--- src/rtl/otl_pkg.sv ---
// shared types and constants of the ordered task list
// used by otl_cell and ordered_task_list; no dependencies
package otl_pkg;

  localparam int unsigned SLOTS    = 8;
  localparam int unsigned TAG_BITS = 8;
  localparam int unsigned KEY_BITS = 16;
  localparam int unsigned SLOT_W   = $clog2(SLOTS);
  localparam int unsigned CNT_W    = $clog2(SLOTS + 1);

  typedef enum logic [1:0] {
    REQ_INSERT   = 2'd0,
    REQ_REMOVE   = 2'd1,
    REQ_RETAG    = 2'd2,
    REQ_DISPATCH = 2'd3
  } req_e;

  typedef enum logic [1:0] {
    ST_OK         = 2'd0,
    ST_POOL_FULL  = 2'd1,
    ST_NOT_LISTED = 2'd2,
    ST_EMPTY      = 2'd3
  } status_e;

  typedef enum logic [2:0] {
    CELL_HOLD,
    CELL_INSERT,
    CELL_REMOVE,
    CELL_RETAG,
    CELL_ROTATE
  } cell_op_e;

  typedef struct packed {
    req_e                       req_type;
    logic signed [KEY_BITS-1:0] order_key;
    logic [TAG_BITS-1:0]        task_tag;
    logic [SLOT_W-1:0]          target_slot;
  } in_item_t;

  typedef struct packed {
    status_e                    status;
    logic [SLOT_W-1:0]          slot_out;
    logic [TAG_BITS-1:0]        tag_out;
    logic signed [KEY_BITS-1:0] key_out;
    logic [CNT_W-1:0]           position;
    logic                       last;
  } out_item_t;

  typedef struct packed {
    logic                       valid;
    logic [SLOT_W-1:0]          slot;
    logic [TAG_BITS-1:0]        tag;
    logic signed [KEY_BITS-1:0] key;
  } entry_t;

  typedef struct packed {
    cell_op_e                   op;
    logic [SLOT_W-1:0]          new_slot;
    logic [TAG_BITS-1:0]        new_tag;
    logic signed [KEY_BITS-1:0] new_key;
    logic [SLOT_W-1:0]          tgt_slot;
  } cell_ctl_t;

endpackage

--- src/rtl/otl_cell.sv ---
// one cell of the sorted run list: holds one entry and trades it with its neighbors
// depends on otl_pkg
module otl_cell (
  input  logic              clk_i,
  input  logic              rst_ni,
  input  otl_pkg::cell_ctl_t ctl_i,
  input  otl_pkg::entry_t   left_i,
  input  otl_pkg::entry_t   right_i,
  input  logic              left_gt_i,
  input  logic              left_hit_i,
  output otl_pkg::entry_t   ent_o,
  output logic              gt_o,
  output logic              hit_o,
  output logic              self_hit_o
);

  logic            valid_q, valid_d;
  otl_pkg::entry_t data_q, data_d;
  otl_pkg::entry_t new_ent;

  always_comb begin
    ent_o       = data_q;
    ent_o.valid = valid_q;
  end

  // empty cells count as greater so a new entry lands in the first free cell
  assign gt_o       = !valid_q || ($signed(data_q.key) > $signed(ctl_i.new_key));
  assign self_hit_o = valid_q && (data_q.slot == ctl_i.tgt_slot);
  assign hit_o      = left_hit_i || self_hit_o;

  always_comb begin
    new_ent.valid = 1'b1;
    new_ent.slot  = ctl_i.new_slot;
    new_ent.tag   = ctl_i.new_tag;
    new_ent.key   = ctl_i.new_key;
  end

  always_comb begin
    data_d  = ent_o;
    case (ctl_i.op)
      otl_pkg::CELL_INSERT: begin
        if (gt_o) begin
          data_d = left_gt_i ? left_i : new_ent;
        end
      end
      otl_pkg::CELL_REMOVE: begin
        if (hit_o) begin
          data_d = right_i;
        end
      end
      otl_pkg::CELL_RETAG: begin
        if (self_hit_o) begin
          data_d.tag = ctl_i.new_tag;
        end
      end
      otl_pkg::CELL_ROTATE: begin
        data_d = right_i;
      end
      default: begin
        data_d = ent_o;
      end
    endcase
    valid_d = data_d.valid;
  end

  always_ff @(posedge clk_i or negedge rst_ni) begin
    if (!rst_ni) begin
      valid_q <= 1'b0;
    end else begin
      valid_q <= valid_d;
    end
  end

  always_ff @(posedge clk_i) begin
    data_q <= data_d;
  end

endmodule

--- src/rtl/ordered_task_list.sv ---
// ordered task list: run list kept sorted in a chain of otl_cell, plus a free-slot fifo
// insert, remove, retag: one result each; the request is registered, then the result is registered in S_EXEC
// dispatch: one result per listed entry (ST_EMPTY if none), SLOTS rotation steps through the cell chain
// a new request is taken only after the previous one is finished; output stalls delay completion
// reset empties the run list and refills the free fifo with slots in order, no clearing pass
// depends on otl_pkg and otl_cell
module ordered_task_list (
  input  logic               clk_i,
  input  logic               rst_ni,
  input  logic               in_valid_i,
  output logic               in_stall_o,
  input  otl_pkg::in_item_t  in_data_i,
  output logic               out_valid_o,
  input  logic               out_stall_i,
  output otl_pkg::out_item_t out_data_o
);

  localparam int unsigned SLOTS  = otl_pkg::SLOTS;
  localparam int unsigned SLOT_W = otl_pkg::SLOT_W;
  localparam int unsigned CNT_W  = otl_pkg::CNT_W;

  typedef enum logic [1:0] {
    S_IDLE,
    S_EXEC,
    S_WALK
  } state_e;

  state_e             state_q, state_d;
  otl_pkg::in_item_t  req_q;
  otl_pkg::out_item_t out_q, out_d;
  logic               out_vld_q, out_vld_d;
  logic [CNT_W-1:0]   cnt_q, cnt_d;
  logic [SLOT_W-1:0]  head_q, head_d, tail_q, tail_d;
  logic [SLOT_W-1:0]  wk_q, wk_d;
  logic [SLOT_W-1:0]  fq_q [SLOTS];
  logic               fq_we;

  otl_pkg::cell_ctl_t ctl;
  otl_pkg::entry_t    ent [SLOTS];
  otl_pkg::entry_t    last_right;
  otl_pkg::entry_t    hit_ent;
  logic [SLOTS-1:0]   gt, hit, self_hit;
  logic               go, full, found;

  assign in_stall_o  = (state_q != S_IDLE);
  assign out_valid_o = out_vld_q;
  assign out_data_o  = out_q;

  assign go    = !out_vld_q || !out_stall_i;
  assign full  = (cnt_q == CNT_W'(SLOTS));
  assign found = hit[SLOTS-1];

  // the chain wraps around only while a dispatch rotates it
  assign last_right = (ctl.op == otl_pkg::CELL_ROTATE) ? ent[0] : '0;

  for (genvar i = 0; i < SLOTS; i++) begin : g_cell
    otl_pkg::entry_t left_w, right_w;
    logic            lgt_w, lhit_w;
    if (i == 0) begin : g_first
      assign left_w = '0;
      assign lgt_w  = 1'b0;
      assign lhit_w = 1'b0;
    end else begin : g_rest
      assign left_w = ent[i-1];
      assign lgt_w  = gt[i-1];
      assign lhit_w = hit[i-1];
    end
    if (i == SLOTS - 1) begin : g_last
      assign right_w = last_right;
    end else begin : g_mid
      assign right_w = ent[i+1];
    end
    otl_cell u_cell (
      .clk_i      (clk_i),
      .rst_ni     (rst_ni),
      .ctl_i      (ctl),
      .left_i     (left_w),
      .right_i    (right_w),
      .left_gt_i  (lgt_w),
      .left_hit_i (lhit_w),
      .ent_o      (ent[i]),
      .gt_o       (gt[i]),
      .hit_o      (hit[i]),
      .self_hit_o (self_hit[i])
    );
  end

  // entry of the target slot, at most one cell matches
  always_comb begin
    hit_ent = '0;
    for (int i = 0; i < SLOTS; i++) begin
      if (self_hit[i]) begin
        hit_ent = hit_ent | ent[i];
      end
    end
  end

  function automatic logic [SLOT_W-1:0] ptr_inc(input logic [SLOT_W-1:0] p);
    ptr_inc = (p == SLOT_W'(SLOTS - 1)) ? '0 : p + SLOT_W'(1);
  endfunction

  always_comb begin
    state_d      = state_q;
    out_d        = out_q;
    out_vld_d    = out_vld_q;
    cnt_d        = cnt_q;
    head_d       = head_q;
    tail_d       = tail_q;
    wk_d         = wk_q;
    fq_we        = 1'b0;
    ctl.op       = otl_pkg::CELL_HOLD;
    ctl.new_slot = fq_q[head_q];
    ctl.new_tag  = req_q.task_tag;
    ctl.new_key  = req_q.order_key;
    ctl.tgt_slot = req_q.target_slot;

    if (go) begin
      out_vld_d = 1'b0;
    end

    case (state_q)
      S_IDLE: begin
        if (in_valid_i) begin
          state_d = S_EXEC;
        end
      end
      S_EXEC: begin
        if (go) begin
          out_vld_d      = 1'b1;
          out_d.status   = otl_pkg::ST_OK;
          out_d.slot_out = req_q.target_slot;
          out_d.tag_out  = '0;
          out_d.key_out  = '0;
          out_d.position = cnt_q;
          out_d.last     = 1'b1;
          state_d        = S_IDLE;
          case (req_q.req_type)
            otl_pkg::REQ_INSERT: begin
              if (full) begin
                out_d.status   = otl_pkg::ST_POOL_FULL;
                out_d.slot_out = '0;
              end else begin
                ctl.op         = otl_pkg::CELL_INSERT;
                out_d.slot_out = fq_q[head_q];
                out_d.tag_out  = req_q.task_tag;
                out_d.key_out  = req_q.order_key;
                out_d.position = cnt_q + CNT_W'(1);
                cnt_d          = cnt_q + CNT_W'(1);
                head_d         = ptr_inc(head_q);
              end
            end
            otl_pkg::REQ_REMOVE: begin
              if (!found) begin
                out_d.status = otl_pkg::ST_NOT_LISTED;
              end else begin
                ctl.op         = otl_pkg::CELL_REMOVE;
                out_d.tag_out  = hit_ent.tag;
                out_d.key_out  = hit_ent.key;
                out_d.position = cnt_q - CNT_W'(1);
                cnt_d          = cnt_q - CNT_W'(1);
                fq_we          = 1'b1;
                tail_d         = ptr_inc(tail_q);
              end
            end
            otl_pkg::REQ_RETAG: begin
              if (!found) begin
                out_d.status = otl_pkg::ST_NOT_LISTED;
              end else begin
                ctl.op        = otl_pkg::CELL_RETAG;
                out_d.tag_out = req_q.task_tag;
                out_d.key_out = hit_ent.key;
              end
            end
            otl_pkg::REQ_DISPATCH: begin
              if (cnt_q == '0) begin
                out_d.status   = otl_pkg::ST_EMPTY;
                out_d.slot_out = '0;
              end else begin
                out_vld_d = 1'b0;
                wk_d      = '0;
                state_d   = S_WALK;
              end
            end
            default: begin
              state_d = S_IDLE;
            end
          endcase
        end
      end
      S_WALK: begin
        if (go) begin
          ctl.op = otl_pkg::CELL_ROTATE;
          // full turn of the chain restores the order, only listed entries are reported
          if (CNT_W'(wk_q) < cnt_q) begin
            out_vld_d      = 1'b1;
            out_d.status   = otl_pkg::ST_OK;
            out_d.slot_out = ent[0].slot;
            out_d.tag_out  = ent[0].tag;
            out_d.key_out  = ent[0].key;
            out_d.position = CNT_W'(wk_q) + CNT_W'(1);
            out_d.last     = ((CNT_W'(wk_q) + CNT_W'(1)) == cnt_q);
          end
          wk_d = wk_q + SLOT_W'(1);
          if (wk_q == SLOT_W'(SLOTS - 1)) begin
            state_d = S_IDLE;
          end
        end
      end
      default: begin
        state_d = S_IDLE;
      end
    endcase
  end

  always_ff @(posedge clk_i or negedge rst_ni) begin
    if (!rst_ni) begin
      state_q   <= S_IDLE;
      out_q     <= '0;
      out_vld_q <= 1'b0;
      cnt_q     <= '0;
      head_q    <= '0;
      tail_q    <= '0;
      wk_q      <= '0;
      for (int i = 0; i < SLOTS; i++) begin
        fq_q[i] <= SLOT_W'(i);
      end
    end else begin
      state_q   <= state_d;
      out_q     <= out_d;
      out_vld_q <= out_vld_d;
      cnt_q     <= cnt_d;
      head_q    <= head_d;
      tail_q    <= tail_d;
      wk_q      <= wk_d;
      if (fq_we) begin
        fq_q[tail_q] <= req_q.target_slot;
      end
    end
  end

  always_ff @(posedge clk_i) begin
    if (in_valid_i && !in_stall_o) begin
      req_q <= in_data_i;
    end
  end

endmodule

--- config.mk ---
export PLATFORM = sky130hd
export DESIGN_NAME = ordered_task_list
export DESIGN_NICKNAME = d
export VERILOG_FILES = /design/src/rtl/otl_pkg.sv /design/src/rtl/otl_cell.sv /design/src/rtl/ordered_task_list.sv
export SDC_FILE = /design/constraint.sdc
export NUM_CORES = 1
export LEC_CHECK = 0
export BUFFER_PORTS_ARGS = -buffer_cell sky130_fd_sc_hd__buf_2
export CORE_ASPECT_RATIO = 1.4
export CORE_UTILIZATION = 45
export CTS_CLUSTER_SIZE = 8
export DETAILED_ROUTE_END_ITERATION = 6
export HOLD_SLACK_MARGIN = 0.15
export PLACE_DENSITY = 0.65
export SLEW_MARGIN = 20
export SYNTH_ARGS = -nofsm -noshare
export SYNTH_HDL_FRONTEND = slang
export SYNTH_SLANG_ARGS = --single-unit
--- constraint.sdc ---
create_clock -name clk_i -period 4.3 [get_ports clk_i]
set_input_delay 0.43 -clock clk_i [delete_from_list [all_inputs] [get_ports clk_i]]
set_output_delay 0.43 -clock clk_i [all_outputs]
set_load 0.03 [all_outputs]
# After elaboration in Yosys (flattened, before gate mapping)
# Index checks and enable logic that the tools add are counted.
# classes
add_sub_neg	6
n_mul	0
div_mod_pow	0
n_lt_le_gt_ge	12
eq_ne	55
shifts	0
mux	120
bitwise	10
reduce_logical	68
# op_table
cell	n
2-to-1 mux 28 bit	26
case mux 16 bit (3 select lines)	8
case mux 8 bit (4 select lines)	8
2-to-1 mux 24 bit	9
bitwise OR 24 bit	7
> comparator 16 bit	8
2-to-1 mux 34 bit	3
case mux 4 bit (3 select lines)	8
case mux 24 bit (3 select lines)	1
case mux 34 bit (2 select lines)	1
2-to-1 mux 8 bit	8
AND reduction 4 bit	12
!= test 2 x 1 -> 1 bit, second input constant	23
2-to-1 mux 3 bit	11
bitwise mux 24 bit	1
== test 3 bit	8
AND reduction 3 bit	8
2-to-1 mux 2 bit	10
!= test 2 bit, second input constant	10
case mux 2 bit (3 select lines)	3
case mux 3 bit (2 select lines)	3
logical OR 1 bit	16
case mux 4 bit (2 select lines)	2
== test 3 bit, second input constant	4
other kinds (30)	73
# totals
regBits	327
latchBits	0
ram_bits	0
romBits	0
inputBits	33
out_inout_bits	36
wordCells	327
n_memories	0

# Longest topological paths before layout
# Gate-level depths: netlist of the first run.
# logic_depth
word_depth	21
depth_mapped	13
depth_no_buf	10

# Modules after synthesis
# From an unflattened synthesis of the first run, not the netlist that was laid out.
# unflattened
cells_unflattened	2286
area_unflattened_um2	22595.4
# by_module_without_submodules
mod	n_inst	cells_per_inst	area_each_um2	seq_area_each_um2
otl_cell (g_cell[1].u_cell ...)	7	209	2020.7	835.8
ordered_task_list	1	622	6457.4	2737.6
otl_cell (g_cell[0].u_cell)	1	201	1993.2	835.8

# Least setup slack after synthesis of the first run
# OpenSTA, ideal clock, no wires.
# synth_path
kind	reg2reg
from	register cnt_q[1]
to	register g_cell[5].u_cell.data_q (netlist bit g_cell[5].u_cell.ent_o[0]), enable pin
setup_time_ps	425
arrival_ps	4121
t_required_ps	3875
setup_slack_ps	-246
path_stages_with_launch	13
n_path_buf	3
period_less_slack_ps	4546
cell_sequence	dfrtp_1 > inv_1 > ha_1 > nand2b_4 > o21a_1 > buf_2 > or4_1 > a311oi_2 > a21o_2 > buf_6 > buf_4 > nor2_1 > a211oi_1
# synth_between
elab_chain_len	8
word_cells_on_any_way	12
classes_between	eq/ne (6); mux (4); reduce/logical (2)
# synth_lines
item	line_no	rtl
start, declared	ordered_task_list.sv:32	logic [CNT_W-1:0] cnt_q, cnt_d;
start signal, assigned	ordered_task_list.sv:231	cnt_q <= cnt_d;
== test 4 bit (*)	ordered_task_list.sv:50	assign full = (cnt_q == CNT_W'(SLOTS));
2-to-1 mux 1 bit (*)	ordered_task_list.sv:139	if (full) begin
case mux 2 bit (3 select lines) (*)	ordered_task_list.sv:137	case (req_q.req_type)
2-to-1 mux 2 bit (*)	ordered_task_list.sv:128	if (go) begin
case mux 3 bit (2 select lines) (*)	ordered_task_list.sv:121	case (state_q)
== test 3 x 2 -> 1 bit (tied with other cells)	otl_cell.sv:40	case (ctl_i.op)
!= test 2 x 1 -> 1 bit (no source line) or nonzero test 3 bit (tied branches)	--	
AND reduction 3 bit (no source line) (*)	--	
end signal, assigned	otl_cell.sv:75	data_q <= data_d;
end, declared	otl_cell.sv:18	otl_pkg::entry_t data_q, data_d;
# Every way passes the cells marked *; elsewhere a longest branch is shown, timed or not.
# A chain may end at the register's enable or synchronous reset.

==> impl_table.tex, run 1 <==
\begin{tabular}{lr}
\hline
Metric & Value \\
\hline
\multicolumn{2}{l}{\textbf{Setup path}} \\
\quad Master of the slowest instance on the critical path & edfxtp\_1 \\
\quad Crit path max fanout & 19 \\
\quad Startpoint type of the worst setup path & register \\
\quad Minimum setup slack among reg-to-reg paths & slightly above 0.4 ns \\
\quad Class of the most critical setup path & reg -> reg \\
\quad Largest stage delay, worst path & between 0.8 and 0.9 ns \\
\quad R2R Path Start & ctl[0] \\
\quad Arrival time of the worst setup path & 4.21 ns \\
\quad Buf+Inv Stages, Crit Path & 2 \\
\quad Length in cells of the worst reg-to-reg path & 9 \\
\quad Worst r2r dst & g\_cell[5].u\_cell.ent\_o[23] \\
\quad Crit-path cells & xnor2\_1 > and4\_1 > or3\_4 > o31ai\_1 > a21o\_4 > buf\_4 > o21ai\_1 > a222oi\_1 > inv\_1 \\
\quad Largest delay share family, worst path & compound AO/OA/AOI/OAI gates \\
\quad Required time at the endpoint of the critical path & around 4.6 ns \\
\quad Nature of the critical path endpoint & register \\
\multicolumn{2}{l}{\textbf{Hold path}} \\
\quad Worst hold path endpoint & state\_q[0] \\
\quad Cell count of the worst hold path & 3 \\
\quad Worst hold path startpoint & out\_stall\_i \\
\quad Class of the tightest hold or removal check & in -> reg \\
\multicolumn{2}{l}{\textbf{Power and ir drop}} \\
\quad Power consumption & about 22 mW \\
\quad Power per Cell Area & 925 nW/um2 \\
\quad Leakage power figure & 9.18 nW \\
\quad Peak supply drop & around 480 uV \\
\multicolumn{2}{l}{\textbf{Clock tree}} \\
\quad H-Tree Level Count & 2 \\
\quad Number of clock sinks & roughly 330 \\
\quad TritonCTS clock tree & done \\
\quad Clock slew at reported path FFs & 0.05 ns \\
\quad Num CTS Buffers & between 40 and 50 \\
\quad Post-CTS repair timing setup buffer count & 0 \\
\quad CTS Root Buffer Type & clkbuf\_16 \\
\quad Maximum clock path buffer count & 3 \\
\quad Clock latency on the worst-skew pair & roughly 0.6 ns \\
\multicolumn{2}{l}{\textbf{Timing}} \\
\quad Worst-Margin Slew & between 1 and 1.5 ns \\
\quad RSZ-0062 raised after global routing & false \\
\quad Final worst clock skew & around 0.032 ns \\
\quad Relative slew slack & around a quarter \\
\quad Hold violation total from the final report & 0 \\
\quad Tcrit/Tclk final & between 90\% and 100\% \\
\quad Final period demand of the worst path & $\sim$3.9 ns \\
\quad Worst Hold Margin & between 0.3 and 0.4 ns \\
\quad Count of pins over their slew limit & 0 \\
\quad Final count of negative-setup-slack endpoints & 0 \\
\quad Achievable Freq & roughly 260 MHz \\
\multicolumn{2}{l}{\textbf{Layout}} \\
\quad Non-filler instance count after layout & 2796 \\
\quad Finished layout cell area & around 24000 um2 \\
\quad Nets & 2326 \\
\quad Fin util & between 50\% and 60\% \\
\quad Layout overhead on the synthesized area & 15.2\% \\
\quad Commonest cells after routing, fill and taps aside & 245 x edfxtp\_1, 228 x nand2\_1, 197 x o21ai\_0 \\
\quad Fill cell instance count of the final layout & just over 4000 \\
\quad Share of cells above drive strength 1 & roughly 15\% \\
\quad Number of antenna diodes & 0 \\
\quad Leading cell type in the layout, fill and taps excluded & edfxtp\_1 \\
\multicolumn{2}{l}{\textbf{Global route}} \\
\quad Wire length of the first global-routing pass & 112 mm \\
\quad Total global routing overflow & 0 \\
\quad Largest net degree at the start of global routing & $\sim$140 \\
\quad Number of antenna violations at the first check in global routing & 0 \\
\quad Vias in the first global route & $\sim$18000 \\
\quad Combined global-route utilization of all metal layers & $\sim$32\% \\
\multicolumn{2}{l}{\textbf{Die}} \\
\quad Core Footprint & $\sim$45000 um2 \\
\quad Number of top-level pins & 69 \\
\quad Die span in y & around 260 um \\
\quad Starting density of the core & $\sim$46\% \\
\quad Number of rows created at floorplan & just over 90 \\
\quad Floorplan die area & $\sim$47000 um2 \\
\quad Horizontal die dimension & between 150 and 200 um \\
\multicolumn{2}{l}{\textbf{Route}} \\
\quad Antenna-violating nets left & 0 \\
\quad Post-DR wirelength/cell & 27.1 um \\
\quad Number of search-and-repair iterations in the first detailed-routing pass & 6 \\
\quad DRC Markers & 0 \\
\quad Total number of vias & $\sim$18000 \\
\quad Initial detailed-routing violation count & approximately 2300 \\
\quad Final wirelength & 75.7 mm \\
\quad Detail-routed via count per cell & approximately 6.4 \\
\multicolumn{2}{l}{\textbf{Placement}} \\
\quad Final weighted congestion in routability-driven placement & 1.02 \\
\quad Placed standard-cell area & around 22000 um2 \\
\quad HPWL reported at the end of detailed placement & roughly 52 mm \\
\quad Number of placed cells counting well taps & between 2000 and 3000 \\
\quad Port-buffer cells & slightly below 70 \\
\multicolumn{2}{l}{\textbf{Logic synthesis}} \\
\quad Post-synth EDFFs & between 200 and 250 \\
\quad Synthesis Warnings & 0 \\
\quad Sequential share of the synthesized area & between 40\% and 50\% \\
\quad Avg Inst Size Synth & between 10 and 15 um2 \\
\quad Count of mapped cells out of synthesis & a little over 2000 \\
\quad Netlist Area Pre-Place & 20700 um2 \\
\quad Count of unique library cells instantiated by Yosys & 87 \\
\quad Number of synthesized register bits & $\sim$330 \\
\quad Flip-flop cell with the highest count after synthesis & edfxtp\_1 \\
\quad Mapped Nets & around 2200 \\
\quad Fraction of registers with async set/reset & approximately 25\% \\
\multicolumn{2}{l}{\textbf{Outcome}} \\
\quad Run status & finished, final reports clean \\
\multicolumn{2}{l}{\textbf{Job}} \\
\quad Count of max-cap constraint violations & 0 \\
\hline
\end{tabular}
## power breakdown
part	switching, mW	total [mW]	internal, mW
clock network	1.45	3.49	2.05
registers	1.53	7.06	5.53
logic	7.26	11.5	4.21
## kinds of logic after synthesis
family | synth area share, %
flops | 45.6
simple gates | 13.2
fa+ha+maj | 8.84
buf+inv | 4.09
xor+xnor | 1.36
compound gates | 20.1
mux | 6.75
## per-stage QoR
stage | setup slack, ns | TNS [ns]
after global routing | 0.181 | 0
after detailed placement | 0.454 | 0
final | 0.410 | 0
after global placement | 0.588 | 0
after CTS | 0.435 | 0
after floorplan | -0.119 | -4.52
## repair_timing
item,4_1_cts,5_1_grt
hold buffers,30,1
hold endpoints to repair,99,1
resized for setup,0,0
endpoints found under the setup margin,0,0
## layer usage
layer / vias to the layer above / global-route usage, % / share of wire (%) / wire [um]
li1: 7954 / - / - / -
met1: 8679 / 36.6 / 35 / 26300
met2: 1020 / 53.0 / 48 / 36100
met3: 372 / 5.36 / 7.8 / 5910
met4: 0 / 26.8 / 9.7 / 7350
met5: - / 0 / 0 / 0
## final cells by class
type                            instances  area (um2)  area share, %
Clock inverter                          2        28.8          0.121
Tap cell                              611         764           3.21
Sequential cell                       327        9420           39.6
Clock buffer                           84        1320           5.53
Inverter                               76         285           1.20
Timing Repair Buffer                  197        1490           6.27
Multi-Input combinational cell       1499       10500           44.1
## how the worst max path moves through the flow
stage | to | cells after the start | start
6_report | g_cell[5].u_cell.ent_o[23] | 9 | ctl[0]
3_5_place_dp | g_cell[5].u_cell.ent_o[23] | 9 | ctl[0]
3_3_place_gp | g_cell[1].u_cell.ent_o[4] | 12 | ctl[10]
5_1_grt | g_cell[5].u_cell.ent_o[23] | 9 | ctl[0]
4_1_cts | g_cell[5].u_cell.ent_o[23] | 9 | ctl[0]
2_1_floorplan | g_cell[6].u_cell.ent_o[0] | 12 | cnt_q[1]
## registers in the layout (all words and copies together), names as in the netlist
name,count
out_data_o,34
tail_q,3
cnt_q,4
req_q,2
state_q,2
out_valid_o,1
wk_q,3
fq_q,24
g_cell.u_cell.ent_o,216
head_q,3
ctl,27
g_cell.u_cell.valid_q,8
## synthesized netlist by cell type, drive strengths merged, types with 14 or more instances
cell    number  area share [%]
a22o        14            0.59
inv         75             1.4
xnor2       23            0.97
o21ai      201             4.9
edfxtp     245              36
ha         146             8.8
a221oi      32             1.4
dfrtp       70             8.5
a21oi      113             2.7
mux2        31             1.7
nand4       24            0.73
buf         49             1.3
mux2i       91             4.4
nand3       28            0.74
and2        28            0.85
nand2      229             4.2
o22ai       23            0.70
a21o        25            0.91
a221o       43             2.1
and4        23            0.99
a22oi       97             3.5
nor2       150             2.8
nor3        25            0.73
clkbuf      79             1.4
## worst min-delay path, delay by kind of cell
family          cells  cell delay [ns]
compound gates      2             0.28
buf+inv             1             0.12
Power figures use the tool's default switching activity.
==> run 2: changes to the inputs <==
--- a/config.mk
+++ b/config.mk
@@ -11,6 +11,7 @@
 export CTS_CLUSTER_SIZE = 8
 export DETAILED_ROUTE_END_ITERATION = 6
 export HOLD_SLACK_MARGIN = 0.15
+export MAX_ROUTING_LAYER = met4
 export PLACE_DENSITY = 0.65
 export SLEW_MARGIN = 20
 export SYNTH_ARGS = -nofsm -noshare
==> run 2 against run 1 <==
  * The flow now finishes with violations (design-rule violations)
  * Worst hold slack worse by 0.12 ns
  * Non-clock buffer count is 4 lower
  * Combinational power hardly changed
  * Core utilization is 0.16 points lower
  * Critical endpoint unchanged
==> impl_table.tex, run 2 (synthesis results as in run 1) <==
\begin{tabular}{lr}
\hline
Metric & Value \\
\hline
\multicolumn{2}{l}{\textbf{Timing}} \\
\quad Worst-Margin Slew & 1.14 ns \\
\quad Count of pins over their slew limit & 0 \\
\quad Relative slew slack & a little under a quarter \\
\quad Achievable Freq & roughly 260 MHz \\
\quad Final period demand of the worst path & slightly below 4 ns \\
\quad Setup TNS & 0 ns \\
\quad Final worst clock skew & 0.0179 ns \\
\quad Final count of negative-setup-slack endpoints & 0 \\
\quad Hold violation total from the final report & 0 \\
\quad RSZ-0062 raised after global routing & false \\
\quad Tcrit/Tclk final & roughly 90\% \\
\multicolumn{2}{l}{\textbf{Layout}} \\
\quad Finished layout cell area & 23700 um2 \\
\quad Share of cells above drive strength 1 & $\sim$15\% \\
\quad Nets & between 2000 and 2500 \\
\quad Register area & about 9400 um2 \\
\quad Commonest cells after routing, fill and taps aside & 245 x edfxtp\_1, 228 x nand2\_1, 197 x o21ai\_0 \\
\quad Area used by multi-input combinational logic & between 10000 and 15000 um2 \\
\quad Fin util & 52.6\% \\
\quad Layout overhead on the synthesized area & 14.8\% \\
\quad Fill cell instance count of the final layout & 4114 \\
\quad Number of antenna diodes & 0 \\
\quad Leading cell type in the layout, fill and taps excluded & edfxtp\_1 \\
\quad Max reg flops & about 220 \\
\multicolumn{2}{l}{\textbf{Clock tree}} \\
\quad Clock slew at reported path FFs & $\sim$0.050 ns \\
\quad Post-CTS repair timing setup buffer count & 0 \\
\quad Num CTS Buffers & 46 \\
\quad Number of clock sinks & $\sim$330 \\
\quad H-Tree Level Count & 2 \\
\quad Maximum clock path buffer count & 3 \\
\quad Clock latency on the worst-skew pair & approximately 0.57 ns \\
\quad TritonCTS clock tree & done \\
\quad CTS Root Buffer Type & clkbuf\_16 \\
\quad Post-cts gate resize count & 0 \\
\multicolumn{2}{l}{\textbf{Route}} \\
\quad Final wirelength & between 70 and 80 mm \\
\quad Post-DR wirelength/cell & around 27 um \\
\quad Number of search-and-repair iterations in the first detailed-routing pass & 7 \\
\quad Antenna-violating nets left & 0 \\
\quad Detail-routed via count per cell & about 6.4 \\
\quad DRC Markers & 2 \\
\quad Initial detailed-routing violation count & slightly below 2000 \\
\quad Total number of vias & 17901 \\
\multicolumn{2}{l}{\textbf{Placement}} \\
\quad HPWL reported at the end of detailed placement & a little over 50 mm \\
\quad Placed standard-cell area & 22100 um2 \\
\quad Final weighted congestion in routability-driven placement & about 1.0 \\
\quad Port-buffer cells & between 60 and 70 \\
\multicolumn{2}{l}{\textbf{Power and ir drop}} \\
\quad Switching share of total power & between 40\% and 50\% \\
\quad Logic pwr share & around half \\
\quad Internal power contribution & around 12 mW \\
\quad Peak supply drop & 372 uV \\
\quad Power consumption & $\sim$22 mW \\
\quad Power per Cell Area & 921 nW/um2 \\
\quad Leakage power figure & roughly 9.2 nW \\
\quad Sequential cell fraction of total power & 32.3\% \\
\quad Sw power & slightly above 10 mW \\
\quad Part of the total power dissipated in the clock network & 15.7\% \\
\multicolumn{2}{l}{\textbf{Setup path}} \\
\quad Crit path max fanout & 72 \\
\quad Required time at the endpoint of the critical path & 4.62 ns \\
\quad Arrival time of the worst setup path & between 4 and 5 ns \\
\quad Class of the most critical setup path & reg -> reg \\
\quad Startpoint type of the worst setup path & register \\
\quad Nature of the critical path endpoint & register \\
\multicolumn{2}{l}{\textbf{Global route}} \\
\quad Vias in the first global route & about 18000 \\
\quad Total global routing overflow & 0 \\
\quad Combined global-route utilization of all metal layers & about a third \\
\quad Largest net degree at the start of global routing & $\sim$130 \\
\quad Number of antenna violations at the first check in global routing & 0 \\
\quad Wire length of the first global-routing pass & around 110 mm \\
\multicolumn{2}{l}{\textbf{Die}} \\
\quad Starting density of the core & 45.8\% \\
\quad Floorplan die area & approximately 47000 um2 \\
\quad Number of rows created at floorplan & around 90 \\
\quad Core Footprint & about 45000 um2 \\
\quad Die span in y & 256 um \\
\quad Number of top-level pins & 69 \\
\quad Horizontal die dimension & 183 um \\
\multicolumn{2}{l}{\textbf{Job}} \\
\quad Count of max-cap constraint violations & 0 \\
\multicolumn{2}{l}{\textbf{Outcome}} \\
\quad Failing checks & design-rule violations \\
\quad Run status & finished, violations left \\
\multicolumn{2}{l}{\textbf{Hold path}} \\
\quad Class of the tightest hold or removal check & in -> reg \\
\hline
\end{tabular}
[run 2: cell count changes in the layout (fill, tap and decap cells not counted), sizes merged]
cell and delta:
clkbuf -7, buf -3, dlygate4sd3 -1
[run 2: metrics by stage]
stage	setup slack, ns	hold slack [ns]	instances
global route	0.166	0.207	2785
floorplan	-0.119	0.134	2030
detailed placement	0.445	0.467	2676
CTS	0.433	0.155	2785
global placement	0.462	0.464	2676
finish	0.428	0.192	2785
[run 2: worst max-delay path: stages, from the launching register on]
cell and delay (ns):
edfxtp_1 0.89, xor2_1 0.29, nor4_4 0.07, buf_4 0.18
or3_4 0.36, o31ai_1 0.40, a21o_4 0.32, buf_12 0.31
o21ai_1 0.34, a222oi_1 0.36, inv_1 0.07
[run 2: area by class of cell]
class	instances	area share [%]
clock buffers	77	5.43
clock inverters	2	0.121
inverters	76	1.20
multi-input cells	1499	44.2
flip-flops and latches	327	39.7
well taps	611	3.22
repair buffers	193	6.10
[run 2: final timing paths]
path | startpoint | end | slack (ns) | cells past startpoint
setup / recovery | ctl[0] | g_cell[5].u_cell.ent_o[23] | 0.43 | 10
hold / removal | in_valid_i | state_q[0] | 0.19 | 3
setup reg to reg | ctl[0] | g_cell[5].u_cell.ent_o[23] | 0.43 | 10
hold reg to reg | out_data_o[4] | out_data_o[4] | 0.47 | 2
max in group asynchronous | rst_ni | fq_q[9] | 3.28 | 2
min in group asynchronous | rst_ni | wk_q[0] | 0.49 | 2
[run 2: routing by layer]
layer	share of wire, %	track usage, %	routed length, um
met2	48	52.6	35700
met5	0	-	0
met3	7.5	4.92	5590
met4	8.9	25.3	6590
met1	36	36.0	26400
[run 2: power groups by stage]
stage                     logic (mW)  registers, mW  clock network, mW
final                           11.4           7.06               3.44
after global routing            12.1           7.16               3.61
after CTS                       11.1           7.01               3.49
after detailed placement        11.1           7.06                  0
after global placement          10.8           7.03                  0
after floorplan                 6.91           6.66                  0
[run 2: what timing repair did]
item                       CTS  global route
hold endpoints to repair    99             0
hold buffers                30             0
setup endpoints to repair    0             0
==> run 3: changes to the inputs <==
--- a/config.mk
+++ b/config.mk
@@ -13,6 +13,7 @@
 export HOLD_SLACK_MARGIN = 0.15
 export MAX_ROUTING_LAYER = met4
 export PLACE_DENSITY = 0.65
+export REMOVE_ABC_BUFFERS = 1
 export SLEW_MARGIN = 20
 export SYNTH_ARGS = -nofsm -noshare
 export SYNTH_HDL_FRONTEND = slang
==> run 3 against run 2 <==
  * Non-clock buffer count fell by 13
  * Final area shrank 0.50%
  * Register-to-register slack got worse by 0.13 ns
  * Highest routed layer unchanged
  * Critical endpoint unchanged
  * The run now ends clean
  * Cell count down 0.25%
  * Clock-buffer cell count is 8 higher
  * Combinational power decreased by 4%
==> impl_table.tex, run 3 (synthesis results as in run 1) <==
\begin{tabular}{lr}
\hline
Metric & Value \\
\hline
\multicolumn{2}{l}{\textbf{Power and ir drop}} \\
\quad Power per Cell Area & between 900 and 1000 nW/um2 \\
\quad Leakage power figure & about 9.1 nW \\
\quad Peak supply drop & 392 uV \\
\multicolumn{2}{l}{\textbf{Timing}} \\
\quad RSZ-0062 raised after global routing & false \\
\quad Worst Hold Margin & 0.198 ns \\
\quad Tcrit/Tclk final & around 93\% \\
\quad Worst-Margin Slew & 1.21 ns \\
\quad Final worst clock skew & roughly 0.019 ns \\
\quad Relative slew slack & between 10\% and 20\% \\
\quad Hold violation total from the final report & 0 \\
\quad Final period demand of the worst path & $\sim$4.0 ns \\
\quad Final count of negative-setup-slack endpoints & 0 \\
\quad Count of pins over their slew limit & 0 \\
\quad Setup TNS & 0 ns \\
\quad Achievable Freq & between 200 and 250 MHz \\
\multicolumn{2}{l}{\textbf{Route}} \\
\quad Initial detailed-routing violation count & 2300 \\
\quad Detail-routed via count per cell & 6.40 \\
\quad DRC Markers & 0 \\
\quad Final wirelength & 71.3 mm \\
\quad Antenna-violating nets left & 0 \\
\quad Number of search-and-repair iterations in the first detailed-routing pass & 6 \\
\quad Post-DR wirelength/cell & 25.7 um \\
\quad Total number of vias & around 18000 \\
\multicolumn{2}{l}{\textbf{Setup path}} \\
\quad Worst r2r dst & g\_cell[5].u\_cell.ent\_o[23] \\
\quad Required time at the endpoint of the critical path & 4.60 ns \\
\quad Source of the critical timing path & ctl[0] \\
\quad Arrival time of the worst setup path & $\sim$4.3 ns \\
\quad Crit path max fanout & between 60 and 70 \\
\quad Length in cells of the worst reg-to-reg path & 10 \\
\quad Nature of the critical path endpoint & register \\
\quad Class of the most critical setup path & reg -> reg \\
\quad Crit path to & g\_cell[5].u\_cell.ent\_o[23] \\
\quad Startpoint type of the worst setup path & register \\
\quad Minimum setup slack among reg-to-reg paths & about 0.3 ns \\
\quad R2R Path Start & ctl[0] \\
\multicolumn{2}{l}{\textbf{Layout}} \\
\quad Leading cell type in the layout, fill and taps excluded & edfxtp\_1 \\
\quad Register area & between 9000 and 10000 um2 \\
\quad Number of antenna diodes & 0 \\
\quad Finished layout cell area & between 20000 and 25000 um2 \\
\quad Area used by multi-input combinational logic & 10500 um2 \\
\quad Layout overhead on the synthesized area & 14.3\% \\
\quad Share of cells above drive strength 1 & between 10\% and 20\% \\
\quad Nets & approximately 2300 \\
\quad Max reg flops & $\sim$220 \\
\quad Fill cell instance count of the final layout & around 4000 \\
\quad Commonest cells after routing, fill and taps aside & 245 x edfxtp\_1, 228 x nand2\_1, 197 x o21ai\_0 \\
\multicolumn{2}{l}{\textbf{Global route}} \\
\quad Largest net degree at the start of global routing & between 200 and 250 \\
\quad Vias in the first global route & 17646 \\
\quad Total global routing overflow & 0 \\
\quad Number of antenna violations at the first check in global routing & 0 \\
\quad Wire length of the first global-routing pass & about 110 mm \\
\quad Combined global-route utilization of all metal layers & between 30\% and 40\% \\
\multicolumn{2}{l}{\textbf{Clock tree}} \\
\quad Num CTS Buffers & 46 \\
\quad Maximum clock path buffer count & 3 \\
\quad Clock latency on the worst-skew pair & 0.56 ns \\
\quad Number of clock sinks & around 330 \\
\quad Clock slew at reported path FFs & approximately 0.060 ns \\
\quad TritonCTS clock tree & done \\
\quad CTS Root Buffer Type & clkbuf\_16 \\
\quad H-Tree Level Count & 2 \\
\multicolumn{2}{l}{\textbf{Die}} \\
\quad Core Footprint & 45100 um2 \\
\quad Horizontal die dimension & roughly 180 um \\
\quad Floorplan die area & between 40000 and 50000 um2 \\
\quad Starting density of the core & a little under half \\
\quad Number of rows created at floorplan & 92 \\
\quad Number of top-level pins & 69 \\
\quad Die span in y & between 200 and 300 um \\
\multicolumn{2}{l}{\textbf{Placement}} \\
\quad HPWL reported at the end of detailed placement & 48.1 mm \\
\quad Placed standard-cell area & between 20000 and 25000 um2 \\
\quad Final weighted congestion in routability-driven placement & roughly 1 \\
\quad Port-buffer cells & 68 \\
\multicolumn{2}{l}{\textbf{Outcome}} \\
\quad Run status & finished, final reports clean \\
\multicolumn{2}{l}{\textbf{Hold path}} \\
\quad Cell count of the worst hold path & 3 \\
\quad Class of the tightest hold or removal check & in -> reg \\
\multicolumn{2}{l}{\textbf{Job}} \\
\quad Count of max-cap constraint violations & 0 \\
\hline
\end{tabular}
==> run 3: changes by cell type in the layout (fill, tap and decap cells not counted), moves of 2 or more <==
cell,previous run,this run
clkbuf_1,30,36
buf_4,88,82
clkbuf_16,47,49
buf_12,7,1
==> run 3: where the power goes <==
group	internal, mW	switching [mW]
Sequential	5.54	1.51
Combinational	3.99	6.93
Clock	2.11	1.40
==> run 3: timing repair <==
| action | CTS | global route |
|---|---|---|
| setup endpoints to repair | 0 | 0 |
| hold endpoints to repair | 75 | 0 |
| buffers inserted | 0 | 0 |
| gates resized for setup | 0 | 0 |
| hold buffers | 30 | 0 |
==> run 3: cell type report <==
class | count | share of cell area, %
multi-input combinational | 1499 | 44.5
sequential | 327 | 39.9
clock buffer | 85 | 5.77
timing repair buffer | 180 | 5.39
tap | 611 | 3.24
inverter | 76 | 1.21
==> run 3: worst min path at each step <==
stage                         end  slack [ns]           from
global placement    out_data_o[4]        0.46  out_data_o[4]
global route           state_q[0]        0.23     in_valid_i
CTS                    state_q[0]        0.17     in_valid_i
finish                 state_q[0]        0.20     in_valid_i
floorplan                cnt_q[0]        0.13         rst_ni
detailed placement  out_data_o[4]        0.47  out_data_o[4]
==> run 3: metrics by stage <==
step	power [mW]	worst slack, ns	std cells	utilization [%]
global route	22.5	0.0214	2778	52.3
CTS	21.3	0.392	2778	52.3
finish	21.5	0.293	2778	52.3
detailed placement	17.7	0.374	2663	48.6
floorplan	13.4	-3.31	1902	-
global placement	17.4	0.477	2663	48.6
==> run 3: critical path: stages (launching register included) <==
cell and delay (ns):
edfxtp_1 0.71, buf_4 0.25, xor2_1 0.24, nor4_4 0.07
or2_2 0.37, o31ai_1 0.41, a21o_4 0.27, buf_4 0.54
o21ai_1 0.41, a222oi_1 0.38, inv_1 0.08
==> run 3: metal layers <==
metal | share of wire (%) | GRT usage [%] | up-vias
met5 | 0 | - | -
met2 | 48 | 50.7 | 1054
li1 | - | - | 7903
met3 | 7.7 | 4.06 | 347
met1 | 37 | 36.4 | 8489
met4 | 7.1 | 20.0 | 0
